**src/rtl/core/ttgp_pkg.sv**
```systemverilog
// Shared types, constants and the sine-squared table for the tilt-to-grid core.
`default_nettype none
package ttgp_pkg;

  localparam int GRID_SIZE_DEF   = 8;
  localparam int SAMPLE_BITS_DEF = 16;
  localparam int FIELD_W         = 16;
  localparam int GRID_W          = 3;
  localparam int DEG_W           = 7;
  localparam int ANG_W           = 8;
  localparam int LIM_W           = 7;
  localparam int S2_W            = 31;
  localparam int Q_BITS          = 30;
  localparam int DEG_LAST        = 89;
  localparam int DEG_FULL        = 90;
  localparam int ADDR_W          = 3;

  localparam logic [LIM_W-1:0] ANGLE_LIMIT_RST = 7'd45;
  localparam logic             REG_ANGLE_LIMIT = 1'b0;

  typedef struct packed {
    logic signed [FIELD_W-1:0] accel_x;
    logic signed [FIELD_W-1:0] accel_y;
    logic signed [FIELD_W-1:0] accel_z;
  } in_item_t;

  typedef struct packed {
    logic signed [ANG_W-1:0] pitch_deg;
    logic signed [ANG_W-1:0] roll_deg;
    logic [GRID_W-1:0]       grid_col;
    logic [GRID_W-1:0]       grid_row;
    logic                    off_grid;
  } out_item_t;

  typedef logic [127:0][S2_W-1:0] s2_tab_t;

  // sin^2(d deg) in Q30, built by one-degree rotations with round half up
  function automatic s2_tab_t s2_table();
    longint unsigned c;
    longint unsigned s;
    longint unsigned s_n;
    longint unsigned a;
    longint unsigned b;
    longint unsigned s2;
    s2_tab_t tab;
    tab = '0;
    c = 64'd1073741824;
    s = 64'd0;
    for (int d = 1; d <= DEG_LAST; d++) begin
      a = c * 64'd1073578288;
      b = s * 64'd18739379;
      s_n = (s * 64'd1073578288 + c * 64'd18739379 + 64'd536870912) >> 30;
      c = (a >= b) ? ((a - b + 64'd536870912) >> 30) : 64'd0;
      s = s_n;
      s2 = (s * s + 64'd536870912) >> 30;
      if (d == 30) s2 = 64'd268435456;
      if (d == 45) s2 = 64'd536870912;
      if (d == 60) s2 = 64'd805306368;
      tab[d] = s2[S2_W-1:0];
    end
    return tab;
  endfunction

  localparam s2_tab_t S2_TAB = s2_table();

endpackage
`default_nettype wire

```
**src/rtl/core/ttgp_deg_step.sv**
```systemverilog
// One bit of the binary search for whole degrees of tilt.
`default_nettype none
module ttgp_deg_step #(
  parameter int BIT   = 0,
  parameter int SQ_W  = 32,
  parameter int TOT_W = 34
) (
  input  wire logic [SQ_W-1:0]               n2_i,
  input  wire logic [TOT_W-1:0]              total_i,
  input  wire logic [ttgp_pkg::DEG_W-1:0]    res_i,
  output logic      [ttgp_pkg::DEG_W-1:0]    res_o
);
  import ttgp_pkg::*;

  localparam int PROD_W = TOT_W + S2_W;

  logic [DEG_W-1:0]  trial;
  logic [PROD_W-1:0] lhs;
  logic [PROD_W-1:0] rhs;
  logic              pass;

  always_comb begin
    trial = res_i | DEG_W'(1 << BIT);
    lhs   = PROD_W'({n2_i, {Q_BITS{1'b0}}});
    rhs   = PROD_W'(total_i) * PROD_W'(S2_TAB[trial]);
    // an all-zero sample has no tilt
    pass  = (int'(trial) <= DEG_LAST) && (total_i != '0) && (lhs >= rhs);
    res_o = pass ? trial : res_i;
  end

endmodule
`default_nettype wire

```
**config.mk**
```make
export PLATFORM = sky130hd
export DESIGN_NAME = ttgp_deg_step
export DESIGN_NICKNAME = d
export VERILOG_FILES = /design/src/rtl/core/ttgp_pkg.sv /design/src/rtl/core/ttgp_deg_step.sv
export SDC_FILE = /design/constraint.sdc
export NUM_CORES = 2
export LEC_CHECK = 0
export BUFFER_PORTS_ARGS = -buffer_cell sky130_fd_sc_hd__buf_2
export CORE_UTILIZATION = 30
export DETAILED_ROUTE_END_ITERATION = 10
export PLACE_DENSITY = 0.46
export REMOVE_ABC_BUFFERS = 1
export SYNTH_ARGS = -nofsm -noshare
export SYNTH_HDL_FRONTEND = slang
export SYNTH_SLANG_ARGS = --single-unit
export TNS_END_PERCENT = 100
```
**constraint.sdc**
```tcl
create_clock -name vclk -period 21.3
set_input_delay 1.065 -clock vclk [all_inputs]
set_output_delay 1.065 -clock vclk [all_outputs]
set_load 0.005 [all_outputs]
```
; After elaboration in Yosys (flattened, before gate mapping)
; Memories as Yosys holds them, arrays and structs flattened.
; Cells that the tools add are included.
[totals]
mem_bits_ro = 1984
latch_bits = 0
mem_count = 1
in_bits = 73
register_bits = 0
mem_bits_rw = 0
elab_cells = 10
[op_classes]
add_sub_neg = 0
reduce_logical = 3
div_mod_pow = 0
muxes = 2
n_bitwise = 0
eq_ne = 0
mul = 1
n_lt_le_gt_ge = 3
shift = 0
[memory_table]
columns = memory, depth, width, read_ports, rd_ports_with_merged_regs, wr, line
row1 = (no name shown), 64, 31, 1, 0, 0, ttgp_deg_step.sv:25  ; rhs = PROD_W'(total_i) * PROD_W'(S2_TAB[trial]);
[ops]
columns = op, n
row1 = >= comparator 62 x 65 -> 1 bit, 1
row2 = multiplier 34 x 31 -> 65 bit, 1
row3 = nonzero test 34 bit, 1
row4 = two-way mux 31 bit, 1
row5 = "less-than comparator 7 x 8 -> 1 bit, second input constant", 1
row6 = "less-or-equal comparator 7 bit, second input constant", 1
row7 = logical AND 1 bit, 2
row8 = two-way mux 1 bit, 1

; Logic depth before layout (Yosys ltp)
[depth]
word_depth = 6
mapped_depth = 50
mapped_depth_nobuf = 48

; Worst setup path before layout
; Ideal clock, no wire load.
[synth_timing]
path_type = input -> output
from = input port res_i[1] (netlist bit)
to = output port res_o[0] (netlist bit)
stages = 45
arrival_time_ns = 11.372
slack_ns = 8.863
n_path_buf = 4
path_cell_list = clkbuf_1 > inv_1 > ha_1 > clkbuf_1 > or2_2 > and3_1 > a31oi_1 > o21ai_0 > o21a_1 > clkbuf_1 > and2_1 > fa_1 > inv_1 > fa_1 > inv_1 > fa_1 > inv_1 > fa_1 > [9 not listed] > nor3b_1 > o2111ai_1 > nor3b_2 > o41ai_4 > o211ai_2 > a21boi_2 > or2_1 > o311a_1 > ha_1 > nand3_1 > nor2_1 > a211oi_1 > or4_1 > nor4_1 > nand4_1 > o31ai_1 > o311ai_1 > o41ai_2
[synth_via]
elab_chain_cells = 6
word_cells_on_any_way = 8
classes_between = mul: 1 / order compare: 2 / mux: 2 / reduce/logical: 2 / memory: 1
[synth_lines]
columns = element, line
row1 = "start, declared", ttgp_deg_step.sv:10  ; input wire logic [ttgp_pkg::DEG_W-1:0] res_i,
row2 = memory read (64 x 31 bit), --
row3 = two-way mux 31 bit (not written as such), ttgp_deg_step.sv:25
row4 = multiplier 34 x 31 -> 65 bit, ttgp_deg_step.sv:25
row5 = >= comparator 62 x 65 -> 1 bit, ttgp_deg_step.sv:27  ; pass = (int'(trial) <= DEG_LAST) && (total_i != '0) && (lhs >= rhs);
row6 = logical AND 1 bit (*), ttgp_deg_step.sv:27
row7 = two-way mux 1 bit (*), ttgp_deg_step.sv:28  ; res_o = pass ? trial : res_i;
row8 = "end, declared", ttgp_deg_step.sv:11  ; output logic [ttgp_pkg::DEG_W-1:0] res_o
; Mark *: on every way between the ends. The rest lies on a longest branch, timed or not. The select of a mux whose other input is x is not followed.

; Worst setup path after layout
[layout_timing]
from = input port res_i[2] (netlist bit)
to = output port res_o[0] (netlist bit)
; The elaborated chain is that of the path after synthesis.

==> results.tsv <==
metric	value	unit
status	complete, no violations	
Storage cell area	0	µm²
Die Wd	353	µm
max frequency	66.2	MHz
WP data arrival	14.04	ns
Avg Cell Area, Syn	8.57	µm²
initial DRC count	1659	
Tcrit/Tclk final	70.9	%
Max stage delay on crit path	1.04	ns
global-route wire length before repair	193	mm
commonest non-fill, non-tap cell in the layout	inv_1	
unique cell type count in the Yosys netlist	88	
area occupied by multi-input gates	32700	µm²
cts repair resizes	0	
Final nets	5484	
min Tclk post-route	15.10	ns
Slew Limit Fails	0	
die height	353	µm
worst hold path class	in -> out	
clock buffer count	0	
Max-slew headroom	18.3	%
Crit path depth	44	
XOR/XNOR Fraction of Synth Area	0.993	%
area grow syn2layout	5.18	%
final hold vios	0	
Initial DRT Pass Iterations	5	
Mapped Cells	4321	
GRT Resource Usage Total	20.0	%
Vias/cell	4.94	
largest net degree at the start of global routing	61	
via count	28657	
warnings from Yosys	0	
Die Area	125000	µm²
Critical Path Most Common Cell	fa_1	
CP top delay family	adder cells	
setup bufs post-CTS	0	
crit path launch type	primary input	
Final Setup Violations	0	
Crit Path Category	in -> out	
crit end category	output pin	
RSZ-0062 raised after global routing	no	
GP Congestion	0.879	
Routed Antenna Nets	0	
WP data required	20.24	ns
Post-Syn Area	37000	µm²
met1 wire length	55.9	mm
Worst Tran Pin Value	1.19	ns
Crit Path Max Fanout	34	
initial core utilization	30.3	%
number of global-route vias before repair	31786	
DR WL met3	4.79	mm
Final HPWL DP	92.4	mm
max cap viols	0	
register area share after synthesis	0	%
core footprint	122000	µm²
Ports	80	
Post-Route Setup TNS	0	ns
initial antenna violation count	5	
FP Rows	128	
sequential cell count	0	
Hold Buf Count CTS	0	
simple logic cell fraction of the synthesized area	18.6	%
drt drc	0	
wire per inst	20.9	µm
mux share of post-synthesis cell area	0.307	%
number of cells on the worst hold path	2	
number of port buffers	80	
slowest CP cell	a31oi_4	
layout cells sized above 1	4.40	%
largest family of logic cells by synthesized area	adder cells	
gr ovfl total	0	
most frequent cells in the layout	inv_1 (901), fa_1 (893), nand2_1 (625)	
uppermost routed layer	met4	
final WL	121	mm
Synth Area in Compound Gates	8.28	%
metal2 WL	57.9	mm
WP buf/inv	8	
filler instances	13030	
area share of fa/ha/maj cells after synthesis	59.7	%
==> worst paths after layout <==
check | startpoint | to | slack [ns]
worst max-delay path | res_i[2] | res_o[0] | 6.20
worst min-delay path | res_i[4] | res_o[4] | 2.55
==> logic make-up (layout without fill, tap and decap cells) <==
group,count (synthesis),count (layout)
mux,10,10
compound gates,471,471
buf+inv,1181,1038
other cells,0,2
simple gates,1386,1386
fa+ha+maj,1231,1231
xor+xnor,42,42
==> Yosys cell counts, drive strengths merged, types with 17 or more instances <==
master / instances / share of area (%)
a21oi: 133 / 1.8
ha: 338 / 11
o21ai: 103 / 1.4
o22ai: 17 / 0.29
and3: 21 / 0.35
a211oi: 25 / 0.53
xor2: 19 / 0.45
nand3: 30 / 0.41
xnor2: 23 / 0.54
nand2: 626 / 6.4
and2: 506 / 8.5
inv: 902 / 9.1
buf: 29 / 0.44
clkbuf: 248 / 2.5
nand4: 23 / 0.39
a21o: 55 / 1.1
a31oi: 25 / 0.42
fa: 893 / 48
nor3: 28 / 0.41
nor2: 84 / 0.85
==> final cells by class <==
| class | instances | area share (%) |
|---|---|---|
| diodes | 2 | 0.0128 |
| inverters | 904 | 8.71 |
| multi-input cells | 3140 | 84.0 |
| well taps | 1625 | 5.22 |
| repair buffers | 134 | 2.07 |
==> stage by stage <==
step                      utilization, %  worst slack (ns)  cells  instance area, µm²  hold slack [ns]
final                               31.9              6.20   5805               39000             2.55
after global placement              31.9              6.31   5803               39000             2.53
after global routing                31.9              5.35   5803               39000             2.57
after detailed placement            31.9              6.23   5803               39000             2.53
after floorplan                        -              8.33   4044               35900             2.13
after CTS                           31.9              6.15   5803               39000             2.53
==> layer usage <==
layer,global-route usage (%),vias up
li1,-,12757
met1,28.3,15067
met2,33.8,710
met3,1.19,123
met4,3.67,0
met5,0,-
